==> config.mk <==
export PLATFORM = sky130hd
export DESIGN_NAME = periodic_event_timer_bank_flat
export DESIGN_NICKNAME = d
export VERILOG_FILES = /design/src/rtl/petb_pkg.sv /design/src/rtl/petb_if.sv /design/src/rtl/petb_timer.sv /design/src/rtl/periodic_event_timer_bank.sv /design/src/flat_wrapper.sv
export SDC_FILE = /design/constraint.sdc
export NUM_CORES = 1
export LEC_CHECK = 0
export ABC_AREA = 1
export BUFFER_PORTS_ARGS = -buffer_cell sky130_fd_sc_hd__buf_4
export CAP_MARGIN = 15
export CORE_ASPECT_RATIO = 1.75
export CORE_UTILIZATION = 65
export CTS_BUF_LIST = sky130_fd_sc_hd__clkbuf_4 sky130_fd_sc_hd__clkbuf_8
export DETAILED_ROUTE_END_ITERATION = 10
export PLACE_DENSITY = 0.8
export SYNTH_ARGS = -nofsm -noshare
export SYNTH_HDL_FRONTEND = slang
export SYNTH_SLANG_ARGS = --single-unit
==> constraint.sdc <==
create_clock -name clk -period 5.4 [get_ports clk]
set_clock_uncertainty 0.05 [all_clocks]
set_input_delay 0 -clock clk [delete_from_list [all_inputs] [get_ports clk]]
set_output_delay 0 -clock clk [all_outputs]
set_load 0.01 [all_outputs]
==> src/rtl/petb_pkg.sv <==
// shared constants and types for the periodic event timer bank
// no dependencies; the timer, bank and bench files import this package
package petb_pkg;

    localparam int EVENTS   = 8;
    localparam int IDX_W    = (EVENTS > 1) ? $clog2(EVENTS) : 1;
    localparam int OP_W     = 2;
    localparam int ID_W     = 3;
    localparam int PERIOD_W = 16;
    localparam int COUNT_W  = 17;
    localparam int DONE_W   = 8;
    localparam int MASK_W   = 8;
    localparam int MASK_USED = (EVENTS < MASK_W) ? EVENTS : MASK_W;

    localparam logic [OP_W-1:0] OP_TICK      = 2'd0;
    localparam logic [OP_W-1:0] OP_CONFIGURE = 2'd1;
    localparam logic [OP_W-1:0] OP_ACK       = 2'd2;

    // last done count before it wraps back to zero
    localparam logic [DONE_W-1:0] DONE_LAST = 8'd254;
    localparam logic [DONE_W-1:0] DONE_BAD  = 8'd255;

    typedef struct packed {
        logic step;
        logic tick;
        logic cfg;
        logic ack;
    } petb_cmd_t;

endpackage

==> src/rtl/petb_if.sv <==
// valid/ready channel interfaces for the timer bank's command and result items
// depends on nothing but the field widths of the block
interface petb_in_if;
    logic        valid;
    logic        ready;
    logic [1:0]  op;
    logic [2:0]  timer_id;
    logic        enable;
    logic [15:0] period;

    modport source (output valid, op, timer_id, enable, period, input ready);
    modport sink (input valid, op, timer_id, enable, period, output ready);
endinterface

interface petb_out_if;
    logic       valid;
    logic       ready;
    logic [7:0] ready_mask;
    logic [7:0] done_count;

    modport source (output valid, ready_mask, done_count, input ready);
    modport sink (input valid, ready_mask, done_count, output ready);
endinterface

==> src/rtl/petb_timer.sv <==
// one event timer: enable, period, tick counter, ready flag and done count
// depends on petb_pkg
module petb_timer
    import petb_pkg::*;
(
    input  logic                clk,
    input  logic                rst_n,
    input  petb_cmd_t           cmd,
    input  logic                enable,
    input  logic [PERIOD_W-1:0] period,
    output logic                flag_next,
    output logic [DONE_W-1:0]   done_next
);

    logic                enabled_reg, enabled_next;
    logic [PERIOD_W-1:0] period_reg, period_next;
    logic [COUNT_W-1:0]  count_reg, count_next;
    logic                flag_reg;
    logic [DONE_W-1:0]   done_reg;
    logic [COUNT_W-1:0]  count_inc;

    assign count_inc = count_reg + COUNT_W'(1);

    always_comb
    begin
        enabled_next = enabled_reg;
        period_next  = period_reg;
        count_next   = count_reg;
        flag_next    = flag_reg;
        done_next    = done_reg;
        if (cmd.tick)
        begin
            if (enabled_reg)
            begin
                count_next = count_inc;
                if (count_inc > {1'b0, period_reg})
                begin
                    flag_next  = 1'b1;
                    count_next = '0;
                end
            end
            else
            begin
                flag_next  = 1'b0;
                count_next = '0;
            end
        end
        else if (cmd.cfg)
        begin
            enabled_next = enable;
            period_next  = period;
            count_next   = '0;
            done_next    = '0;
        end
        else if (cmd.ack)
        begin
            flag_next = 1'b0;
            done_next = (done_reg >= DONE_LAST) ? '0 : done_reg + DONE_W'(1);
        end
    end

    always_ff @(posedge clk or negedge rst_n)
    begin
        if (!rst_n)
        begin
            enabled_reg <= 1'b0;
            period_reg  <= '0;
            count_reg   <= '0;
            flag_reg    <= 1'b0;
            done_reg    <= '0;
        end
        else if (cmd.step)
        begin
            enabled_reg <= enabled_next;
            period_reg  <= period_next;
            count_reg   <= count_next;
            flag_reg    <= flag_next;
            done_reg    <= done_next;
        end
    end

endmodule

==> src/rtl/periodic_event_timer_bank.sv <==
// Bank of EVENTS periodic event timers driven by tick, configure and
// acknowledge items; each item returns the ready flags of events 0..7 and the
// done count of the addressed event. An item is held in the input register,
// then all per-event counters and compares update in parallel into the
// result register, from which its result is offered; a new item can be
// taken every clock cycle while the result side does not stall.
// Stalls on the result side hold the input register and drop ready on the
// command side.
module periodic_event_timer_bank
    import petb_pkg::*;
(
    input  logic              clk,
    input  logic              rst_n,
    petb_in_if.sink           in_ch,
    petb_out_if.source        out_ch
);

    logic                in_valid_reg;
    logic [OP_W-1:0]     op_reg;
    logic [ID_W-1:0]     id_reg;
    logic                en_reg;
    logic [PERIOD_W-1:0] per_reg;

    logic                out_valid_reg;
    logic [MASK_W-1:0]   out_mask_reg, out_mask_next;
    logic [DONE_W-1:0]   out_done_reg, out_done_next;

    logic                step;
    logic                id_ok;
    logic [IDX_W-1:0]    idx;
    logic [EVENTS-1:0]   flag_next;
    logic [DONE_W-1:0]   done_next [EVENTS];
    petb_cmd_t           cmd [EVENTS];

    assign step        = in_valid_reg && (!out_valid_reg || out_ch.ready);
    assign in_ch.ready = !in_valid_reg || step;

    assign id_ok = (32'(id_reg) < EVENTS);
    assign idx   = IDX_W'(id_reg);

    always_ff @(posedge clk or negedge rst_n)
    begin
        if (!rst_n)
        begin
            in_valid_reg <= 1'b0;
        end
        else if (in_ch.ready)
        begin
            in_valid_reg <= in_ch.valid;
        end
    end

    always_ff @(posedge clk)
    begin
        if (in_ch.valid && in_ch.ready)
        begin
            op_reg  <= in_ch.op;
            id_reg  <= in_ch.timer_id;
            en_reg  <= in_ch.enable;
            per_reg <= in_ch.period;
        end
    end

    genvar gi;
    generate
        for (gi = 0; gi < EVENTS; gi++)
        begin : g_event
            logic hit;
            assign hit = id_ok && (idx == IDX_W'(gi));
            assign cmd[gi] = '{
                step: step,
                tick: (op_reg == OP_TICK),
                cfg:  (op_reg == OP_CONFIGURE) && hit,
                ack:  (op_reg == OP_ACK) && hit
            };

            petb_timer u_timer (
                .clk       (clk),
                .rst_n     (rst_n),
                .cmd       (cmd[gi]),
                .enable    (en_reg),
                .period    (per_reg),
                .flag_next (flag_next[gi]),
                .done_next (done_next[gi])
            );
        end

        // only events 0..7 show in the mask
        for (gi = 0; gi < MASK_W; gi++)
        begin : g_mask
            if (gi < EVENTS)
            begin : g_used
                assign out_mask_next[gi] = flag_next[gi];
            end
            else
            begin : g_unused
                assign out_mask_next[gi] = 1'b0;
            end
        end
    endgenerate

    assign out_done_next = id_ok ? done_next[idx] : '0;

    always_ff @(posedge clk or negedge rst_n)
    begin
        if (!rst_n)
        begin
            out_valid_reg <= 1'b0;
        end
        else if (step)
        begin
            out_valid_reg <= 1'b1;
        end
        else if (out_ch.ready)
        begin
            out_valid_reg <= 1'b0;
        end
    end

    always_ff @(posedge clk)
    begin
        if (step)
        begin
            out_mask_reg <= out_mask_next;
            out_done_reg <= out_done_next;
        end
    end

    assign out_ch.valid      = out_valid_reg;
    assign out_ch.ready_mask = out_mask_reg;
    assign out_ch.done_count = out_done_reg;

    // an accepted item always lands in the input register
    a_accept_lands: assert property (@(posedge clk) disable iff (!rst_n)
        in_ch.valid && in_ch.ready |=> in_valid_reg)
        else $error("accepted item lost before the input register");

    // a pending item waits while the result register is stalled
    a_stall_holds: assert property (@(posedge clk) disable iff (!rst_n)
        in_valid_reg && out_valid_reg && !out_ch.ready |=> in_valid_reg && $stable(op_reg))
        else $error("pending item dropped during a result stall");

    // a completed step always leaves a result behind
    a_step_result: assert property (@(posedge clk) disable iff (!rst_n)
        step |=> out_valid_reg)
        else $error("step finished without a result");

    // done count never shows the unused value 255
    a_done_range: assert property (@(posedge clk) disable iff (!rst_n)
        out_valid_reg |-> out_done_reg != DONE_BAD)
        else $error("done count out of range");

    // mask bits above the bank stay clear
    a_mask_unused: assert property (@(posedge clk) disable iff (!rst_n)
        out_valid_reg |-> (out_mask_reg >> MASK_USED) == '0)
        else $error("ready flag shown for a missing event");

endmodule

==> src/flat_wrapper.sv <==
// flat-port wrapper written by rule: the top's interface ports become plain ports
module periodic_event_timer_bank_flat import petb_pkg::*;
  (clk, rst_n, in_ch_valid, in_ch_op, in_ch_timer_id, in_ch_enable, in_ch_period, in_ch_ready, out_ch_valid, out_ch_ready_mask, out_ch_done_count, out_ch_ready);
  petb_in_if in_ch_i ();
  petb_out_if out_ch_i ();
  input  logic clk;
  input  logic rst_n;
  input wire logic [$bits(in_ch_i.valid)-1:0] in_ch_valid;
  input wire logic [$bits(in_ch_i.op)-1:0] in_ch_op;
  input wire logic [$bits(in_ch_i.timer_id)-1:0] in_ch_timer_id;
  input wire logic [$bits(in_ch_i.enable)-1:0] in_ch_enable;
  input wire logic [$bits(in_ch_i.period)-1:0] in_ch_period;
  output wire logic [$bits(in_ch_i.ready)-1:0] in_ch_ready;
  output wire logic [$bits(out_ch_i.valid)-1:0] out_ch_valid;
  output wire logic [$bits(out_ch_i.ready_mask)-1:0] out_ch_ready_mask;
  output wire logic [$bits(out_ch_i.done_count)-1:0] out_ch_done_count;
  input wire logic [$bits(out_ch_i.ready)-1:0] out_ch_ready;
  assign in_ch_i.valid = in_ch_valid;
  assign in_ch_i.op = in_ch_op;
  assign in_ch_i.timer_id = in_ch_timer_id;
  assign in_ch_i.enable = in_ch_enable;
  assign in_ch_i.period = in_ch_period;
  assign in_ch_ready = in_ch_i.ready;
  assign out_ch_valid = out_ch_i.valid;
  assign out_ch_ready_mask = out_ch_i.ready_mask;
  assign out_ch_done_count = out_ch_i.done_count;
  assign out_ch_i.ready = out_ch_ready;
  periodic_event_timer_bank u_core (.clk(clk), .rst_n(rst_n), .in_ch(in_ch_i), .out_ch(out_ch_i));
endmodule
; ---- After elaboration in Yosys (flattened, before gate mapping)
; Index checks and enable logic that the tools add are counted.
[totals]
ff_bits = 384
input_bits = 26
out_inout_bits = 18
[op_classes]
reduce_logical = 49
bitwise = 2
n_addsub = 16
eq_ne = 9
n_mux = 109
order_cmp = 17
[ops]
columns = op, count
row1 = 17-bit two-way mux, 32
row2 = 8-bit two-way mux, 34
row3 = 17-bit by 1-bit adder with 17-bit output (second input constant), 8
row4 = 17-bit by 16-bit greater-than comparator with 1-bit output, 8
row5 = 8-bit by 1-bit adder with 8-bit output (second input constant), 8
row6 = 8-bit >= comparator (second input constant), 8
row7 = 1-bit two-way mux, 42
row8 = 8-bit binary-select mux with 3-bit select, 1
row9 = 3-bit AND reduction, 8
row10 = 1-bit logical AND, 18
row11 = 2-bit nonzero test, 9
row12 = 2-bit AND reduction, 8
row13 = 3-bit == test (second input constant), 4
row14 = 3-bit by 2-bit == test with 1-bit output (second input constant), 2
row15 = 4-bit >= comparator (second input constant), 1
row16 = 3-bit inverter with 4-bit output, 1
row17 = 3-bit by 1-bit == test with 1-bit output (second input constant), 1
row18 = 3-bit logical NOT, 1
row19 = 2-bit by 1-bit == test with 1-bit output (second input constant), 1
row20 = 2-bit == test (second input constant), 1
row21 = 1-bit logical NOT, 2
row22 = 2-bit logical NOT, 1
row23 = 1-bit logical OR, 2
row24 = 1-bit inverter, 1

; ---- Longest topological paths before layout
; Gate-level depths: netlist of run 1.
[logic_depth]
ltp_word = 8
ltp_mapped = 26
depth_no_buf = 26

; ---- Cells and area by module
; From an unflattened synthesis of run 1, not the netlist that was laid out.
[unflattened]
hier_cells = 2952
hier_area_um2 = 23864.1
[modules_own_cells]
columns = mod, area_per_inst_um2, cells_each, instances, seq_area_each_um2
row1 = petb_timer (u_core.g_event[0].u_timer ...), 2715.1, 335, 4, 1076.0
row2 = petb_timer (u_core.g_event[3].u_timer), 2748.9, 352, 1, 1076.0
row3 = petb_timer (u_core.g_event[6].u_timer), 2745.1, 332, 1, 1076.0
row4 = petb_timer (u_core.g_event[7].u_timer), 2685.1, 342, 1, 1076.0
row5 = petb_timer (u_core.g_event[4].u_timer), 2670.1, 328, 1, 1076.0
row6 = periodic_event_timer_bank, 2154.6, 258, 1, 1191.1

; ---- Least setup slack after synthesis of run 1
; No wires, ideal clock.
[synth_path]
path_type = reg-to-reg
from = reg u_core.g_event[0].u_timer.count_reg[2]
to = reg u_core.g_event[0].u_timer.count_reg[12]
setup_slack_ns = 2.472
path_stages_with_launch = 17
period_less_slack_ns = 2.928
t_arrival_ns = 2.796
path_buffers = 1
required_time_ns = 5.267
path_cell_list = dfrtp_1 > inv_1 > nor3_1 > nand4_1 > or2_2 > nor2_1 > xor2_1 > inv_1 > ha_1 > nand2_1 > nor2_1 > nand4_1 > or2_2 > nand2_1 > nand3_1 > buf_4 > o22ai_1
[synth_via]
elab_chain_len = 5
[synth_rtl]
columns = element, line_no
row1 = "start, declared", petb_timer.sv:17  ; logic [COUNT_W-1:0] count_reg, count_next;
row2 = "start signal, assigned", petb_timer.sv:76  ; count_reg <= count_next;
row3 = 17-bit by 1-bit adder with 17-bit output (*), petb_timer.sv:22  ; assign count_inc = count_reg + COUNT_W'(1);
row4 = 17-bit by 16-bit greater-than comparator with 1-bit output, petb_timer.sv:36  ; if (count_inc > {1'b0, period_reg})
row5 = 17-bit two-way mux (*), petb_timer.sv:36
row6 = 17-bit two-way mux (*), petb_timer.sv:33  ; if (enabled_reg)
row7 = 17-bit two-way mux (*), petb_timer.sv:31  ; if (cmd.tick)
; Every way passes the cells marked *; elsewhere a longest branch is shown, timed or not.
; A chain may end at the register's enable or synchronous reset.

; ---- Worst setup path after layout of run 1
[layout_path]
from = reg u_core.g_event[0].u_timer.count_reg[0]
to = reg u_core.g_event[0].u_timer.count_reg[5]
; The elaborated chain is that of the path after synthesis.

==> qor.csv, run 1 <==
metric,value,unit
FILL cells,2715,
worst hold path class,in -> reg,
critical path peak fanout,16,
Worst Path Required,5.87,ns
root buffer selected by CTS,clkbuf_8,
pwr/cell area,374,mW/mm2
DIE WIDTH,144,um
Fin Hold WS,0.0344,ns
Least-Margin Pin Slew,1.23,ns
Synth warnings,0,
Rows,90,
Max Cap Viol,0,
"leading cell type in the layout, fill and taps excluded",nand2_1,
Synth cell types,51,
fin nets,3209,
Final setup viols,0,
CTS H-tree depth,2,
final worst path period share,69.1,%
Post-Syn Area,0.0228,mm2
Syn Area/Cell,7.72,um2
Leak,12.8,nW
IO Port Bufs,43,
GP Congestion,0.949,
largest net degree at the start of global routing,178,
Max Clk Rate,268,MHz
CTS Sinks,384,
most frequent cells in the layout,"nand2_1, inv_1, dfrtp_1, o21ai_0, nor2_1",
fraction of layout cells with a size suffix above 1,6.53,%
clock slew at reported path FFs,0.07,ns
post-synthesis sequential area ratio,42.9,%
Yosys reg bits,384,
Routed WL,59300,um
Final Hold Fails,0,
status,finished clean,
RSZ-0062 raised after global routing,false,
DP HPWL,41600,um
CP endpoint kind,flip-flop,
Clock Tree Buf Depth,3,
CP arrival,4.20,ns
GRT overflow,0,
asr flop ratio synth,90.1,%
Post-synth EDFFs,38,
first-pass GRT wire length,97600,um
Initial Util,66.0,%
vias,20100,
Post-CTS Setup Bufs,0,
Area Overhead vs Synth,10.5,%
initial antenna violation count,2,
Ports,44,
Pre-antenna DRT Iters,5,
Residual DRC,0,
Final min period,3.73,ns
Final TNS setup,0,ns
Peak VDD IR,235,uV
DR iter-0 viols,1405,
total power,9.43,mW
CTS tree,yes,
crit path kind,reg -> reg,
number of global-route vias before repair,20200,
Num CTS Buffers,57,
crit start category,flip-flop,
leading register cell type out of synthesis,dfrtp_1,
max reg flops,136,
"antenna viol nets, final",0,
"Clk Latency, worst-skew pair",0.63,ns
drt wl/cell,16.8,um
die extent in y,250,um
Slew Limit Fails,0,
Syn Nets,3135,
core area,0.0346,mm2
Syn Inst Count,2957,
Die Area,0.0359,mm2
Slew HR,17.6,%
GRT Resource Usage Total,34.6,%
drt via density,5.67,
metrics by stage:
step / area [um2] / util [%] / cells / worst slack [ns]
2_1_floorplan: 22800 / - / 2957 / 2.47
3_3_place_gp: 23500 / 68.0 / 3401 / 1.96
3_5_place_dp: 23500 / 68.0 / 3401 / 1.81
4_1_cts: 25200 / 72.9 / 3538 / 1.73
5_1_grt: 25200 / 73.0 / 3540 / 1.34
6_report: 25200 / 73.0 / 3540 / 1.67
critical path, cell delays in order, from the launching register on:
cell,delay (ns)
dfrtp_1,0.39
ha_1,0.19
nand2_1,0.08
inv_1,0.11
nand4_1,0.18
or2_2,0.36
xor2_1,0.20
inv_1,0.07
ha_1,0.29
a21oi_1,0.14
nor2_1,0.07
nor3b_1,0.30
nand2_1,0.09
nand2_1,0.06
nand2_1,0.04
nand2_1,0.05
nand2_1,0.06
nand2_1,0.08
nand3_1,0.44
o22ai_1,0.38
cells by family (layout without fill, tap and decap cells):
group	Yosys count	after routing	share of synthesized area, %
xor+xnor	90	90	3.45
flops	384	384	42.9
buf+inv	636	757	10.7
compound gates	529	529	12.7
simple gates	1162	1162	21.6
fa+ha+maj	152	152	8.33
other cells	0	2	0
mux	4	4	0.230
path summary, 6_finish.rpt:
path	startpoint	endpoint	slack, ns	cells past startpoint
worst max-delay path	u_core.g_event[0].u_timer.count_reg[0]	u_core.g_event[0].u_timer.count_reg[5]	1.67	19
worst min-delay path	in_ch_period[15]	u_core.per_reg[15]	0.03	2
worst max register to register	u_core.g_event[0].u_timer.count_reg[0]	u_core.g_event[0].u_timer.count_reg[5]	1.67	19
worst min register to register	u_core.g_event[5].u_timer.period_reg[7]	u_core.g_event[5].u_timer.period_reg[7]	0.43	2
max in group asynchronous	rst_n	u_core.g_event[3].u_timer.period_reg[0]	3.75	4
min in group asynchronous	rst_n	u_core.g_event[6].u_timer.period_reg[10]	0.53	4
Yosys cell counts, types with 2 or more instances:
cell type	count	share of area [%]
a211oi_1	3	0.099
a21o_1	7	0.23
a21oi_1	64	1.4
a22oi_1	3	0.099
a31oi_1	5	0.14
buf_1	5	0.082
buf_2	16	0.35
buf_4	3	0.099
buf_6	3	0.15
clkbuf_1	44	0.72
clkinv_1	2	0.033
dfrtp_1	346	38
edfxtp_1	38	5.0
ha_1	152	8.3
inv_1	559	9.2
inv_2	4	0.066
mux2i_1	3	0.13
nand2_1	722	12
nand2_2	5	0.14
nand3_1	97	2.1
nand3_2	6	0.26
nand3b_1	12	0.39
nand4_1	71	1.9
nor2_1	172	2.8
nor2_2	7	0.19
nor3_1	47	1.0
nor3_2	2	0.088
nor3_4	2	0.14
nor3b_1	4	0.13
o2111ai_1	3	0.12
o211ai_1	15	0.49
o21a_1	3	0.099
o21ai_0	319	7.0
o21ai_1	4	0.088
o21bai_1	3	0.099
o22ai_1	88	2.4
o31ai_1	8	0.26
or2_2	9	0.25
xor2_1	89	3.4
layout make-up:
class | count | area (um2) | area share, %
tap | 460 | 576 | 2.28
clock buffer | 83 | 1090 | 4.31
timing repair buffer | 86 | 761 | 3.02
sequential | 384 | 9800 | 38.9
clock inverter | 23 | 292 | 1.16
multi-input combinational | 1937 | 10600 | 42.0
antenna | 2 | 5.00 | 0.0198
inverter | 565 | 2120 | 8.41
power by group:
part	leakage, nW	internal, mW	switching (mW)	total (mW)
Sequential	5.04	3.49	0.484	3.98
Combinational	6.98	0.954	1.65	2.60
Clock	0.731	1.63	1.22	2.85
Total	12.8	6.08	3.35	9.43
metal layers:
metal  vias up  wire (um)  track usage, %
met5         -          0               0
met4         0       3780            21.6
met3       216       2700            5.45
met2       616      29900            60.0
met1      9565      23000            39.2
li1       9685          -               -
timing repair:
action                                 CTS  global route
hold buffers                            31             0
resized for setup                        0             0
endpoints found under the hold margin  115             0
(Power assumes the default switching activity.)
==> run 2: changes to the inputs <==
--- a/config.mk
+++ b/config.mk
@@ -5,14 +5,14 @@
 export SDC_FILE = /design/constraint.sdc
 export NUM_CORES = 1
 export LEC_CHECK = 0
-export ABC_AREA = 1
+export ABC_AREA = 0
 export BUFFER_PORTS_ARGS = -buffer_cell sky130_fd_sc_hd__buf_4
 export CAP_MARGIN = 15
 export CORE_ASPECT_RATIO = 1.75
-export CORE_UTILIZATION = 65
+export CORE_UTILIZATION = 59
 export CTS_BUF_LIST = sky130_fd_sc_hd__clkbuf_4 sky130_fd_sc_hd__clkbuf_8
 export DETAILED_ROUTE_END_ITERATION = 10
-export PLACE_DENSITY = 0.8
+export PLACE_DENSITY = 0.77
 export SYNTH_ARGS = -nofsm -noshare
 export SYNTH_HDL_FRONTEND = slang
 export SYNTH_SLANG_ARGS = --single-unit
==> constraint.sdc (replaced) <==
create_clock -name clk -period 3.4 [get_ports clk]
set_clock_uncertainty 0.05 [all_clocks]
set_input_delay 0 -clock clk [delete_from_list [all_inputs] [get_ports clk]]
set_output_delay 0 -clock clk [all_outputs]
set_load 0.01 [all_outputs]
==> qor.csv, run 2 <==
metric,value,unit
Post-synth EDFFs,38,
final worst path period share,98.6,%
core area,0.0384,mm2
Die Area,0.0398,mm2
top-count cell post-synth,nand2_1,
Max Used Layer,met5,
CTS tree,yes,
DR WL met2,35200,um
Gate power share,19.1,%
Final setup viols,0,
clock slew at reported path FFs,0.07,ns
DP Worst Slack,-0.0736,ns
crit path kind,reg -> reg,
"leading cell type in the layout, fill and taps excluded",nand2_1,
drt via density,6.39,
die extent in y,263,um
CP peak stage delay,0.83,ns
Clock Tree Buf Depth,3,
Synth warnings,0,
root buffer selected by CTS,clkbuf_8,
Synth cell types,85,
Syn Area/Cell,8.97,um2
CP arrival,3.69,ns
Max Clk Rate,298,MHz
CTS H-tree depth,2,
largest net degree at the start of global routing,121,
met3 wire length,4140,um
worst hold path class,in -> async,
synth top area cells,"dfrtp_1, ha_1, nand2_1",
crit path cell chain,"nand3_1, nor4_1, or2_2, nor2_1, o22ai_1, mux4_2, a22oi_1",
wire length on met1,24600,um
DR iter-0 viols,1548,
Worst Path Required,3.74,ns
area share of the largest cell type after synthesis,37.6,%
most frequent cells in the layout,"nand2_1, dfrtp_1, o21ai_0, inv_1, buf_4",
status,finished with violations,
DP HPWL,48600,um
CTS Sinks,384,
crit start category,flip-flop,
IO Port Bufs,43,
DIE WIDTH,151,um
Top Family by Delay on Critical Path,simple AND/OR/NAND/NOR gates,
clock share of power,34.7,%
final worst slack,0.0488,ns
Pre-antenna DRT Iters,7,
GP Congestion,1.02,
max reg flops,136,
P_int,8.50,mW
Final min period,3.35,ns
asr flop ratio synth,90.1,%
drt wl/cell,21.7,um
"Clk Latency, worst-skew pair",0.67,ns
Num CTS Buffers,59,
pwr/cell area,472,mW/mm2
Leak,12.3,nW
fin nets,2879,
vias,20700,
biggest area consumer among synthesized cells,dfrtp_1,
Ports,44,
first-pass GRT wire length,109000,um
Fin Hold WS,-0.0572,ns
Area Overhead vs Synth,14.4,%
Initial Util,59.9,%
Max Cap Viol,0,
worst path bufs/invs,0,
Net Sw Power,3.94,mW
Slew Limit Fails,0,
"antenna viol nets, final",0,
Final TNS setup,0,ns
Reg power frac,46.1,%
Residual DRC,0,
Final Hold Fails,22,
failing checks,hold timing,
Routed WL,70300,um
Post-Syn Area,0.0230,mm2
leading register cell type out of synthesis,dfrtp_1,
number of global-route vias before repair,20900,
slowest library cell on the worst path,edfxtp_1,
GRT overflow,0,
Yosys reg bits,384,
CP endpoint kind,flip-flop,
total power,12.4,mW
initial antenna violation count,2,
"top cells by count, synth","nand2_1, dfrtp_1, o21ai_0, inv_1, ha_1",
Least-Margin Pin Slew,1.24,ns
Syn Nets,2743,
GRT Resource Usage Total,35.5,%
switching part of the total,31.7,%
Syn Inst Count,2565,
critical path peak fanout,15,
Peak VDD IR,421,uV
FILL cells,3006,
post-synthesis sequential area ratio,42.6,%
fraction of layout cells with a size suffix above 1,14.0,%
Slew HR,17.6,%
Rows,95,
[run 2: cell count changes in the layout (fill, tap and decap cells not counted), moves of 24 or more]
cell     previous run  this run
xor2_1             89        42
buf_4              53       154
inv_1             558       157
o21ai_0           319       263
o22ai_1            88         5
a21oi_1            64       122
and3_1              0        28
a21o_1              7        36
nor2_1            172       131
nand2_1           721       366
xnor2_1             1        69
or3_1               0        24
a22o_1              0        70
[run 2: routing by layer]
metal	vias up	GRT usage, %
li1	9437	-
met3	346	5.22
met2	867	61.1
met4	2	28.8
met1	10000	37.9
met5	-	0
[run 2: power groups by stage]
stage	logic [mW]	clock network, mW	registers [mW]
2_1_floorplan	1.55	0	5.58
3_3_place_gp	2.14	0	5.77
3_5_place_dp	2.25	0	5.80
4_1_cts	2.32	4.36	5.72
5_1_grt	2.67	4.56	5.79
6_report	2.38	4.32	5.74
[run 2: path summary, 6_finish.rpt]
path,start,endpoint,slack (ns),depth (start not counted)
max reg2reg,u_core.id_reg[2],u_core.out_ch.done_count[4],0.05,7
min in group clk,in_ch_timer_id[1],u_core.id_reg[1],0.02,2
min,rst_n,u_core.g_event[7].u_timer.count_reg[13],-0.06,2
max,u_core.id_reg[2],u_core.out_ch.done_count[4],0.05,7
max in group asynchronous,rst_n,u_core.g_event[0].u_timer.count_reg[10],2.33,3
min reg2reg,u_core.g_event[3].u_timer.flag_reg,u_core.g_event[3].u_timer.flag_reg,0.46,2
[run 2: repair_timing]
| item | 4_1_cts | 5_1_grt |
|---|---|---|
| pin swaps | 0 | 10 |
| setup endpoints to repair | 48 | 119 |
| buffers inserted | 0 | 11 |
| hold buffers | 43 | 0 |
| resized for setup | 5 | 42 |
| hold endpoints to repair | 179 | 0 |
| gates cloned | 0 | 1 |
[run 2: layout make-up]
cell class	count	area, um2	share of cell area [%]
Multi-Input combinational cell	1888	12200	46.4
Sequential cell	384	9810	37.2
Timing Repair Buffer	208	1780	6.75
Clock buffer	87	1110	4.21
Tap cell	485	607	2.30
Inverter	160	606	2.30
Clock inverter	23	206	0.784
Antenna cell	1	2.50	0.00950
[run 2: worst register-to-register path: cells and delay by family, from the launching register on]
family,cells,cell delay [ns]
AO/OA/AOI/OAI,2,0.61
flip-flops,1,0.83
multiplexers,1,0.37
AND/OR/NAND/NOR,4,1.21
[run 2: logic make-up (layout without fill, tap and decap cells)]
logic type,Yosys count,after routing,synth area share [%]
AND/OR/NAND/NOR,906,906,19.0
AO/OA/AOI/OAI,677,677,18.7
flip-flops,384,384,42.6
buffers and inverters,293,478,5.13
adder cells (fa/ha/maj),152,152,8.26
XOR/XNOR,114,114,4.34
multiplexers,39,39,1.97
other,0,1,0
[run 2: through the flow]
stage,instances,cell area (um2),utilization [%]
6_report,3236,26300,68.6
5_1_grt,3236,26300,68.6
4_1_cts,3219,26000,67.8
3_5_place_dp,3066,24300,63.2
3_3_place_gp,3066,24300,63.2
2_1_floorplan,2565,23000,-
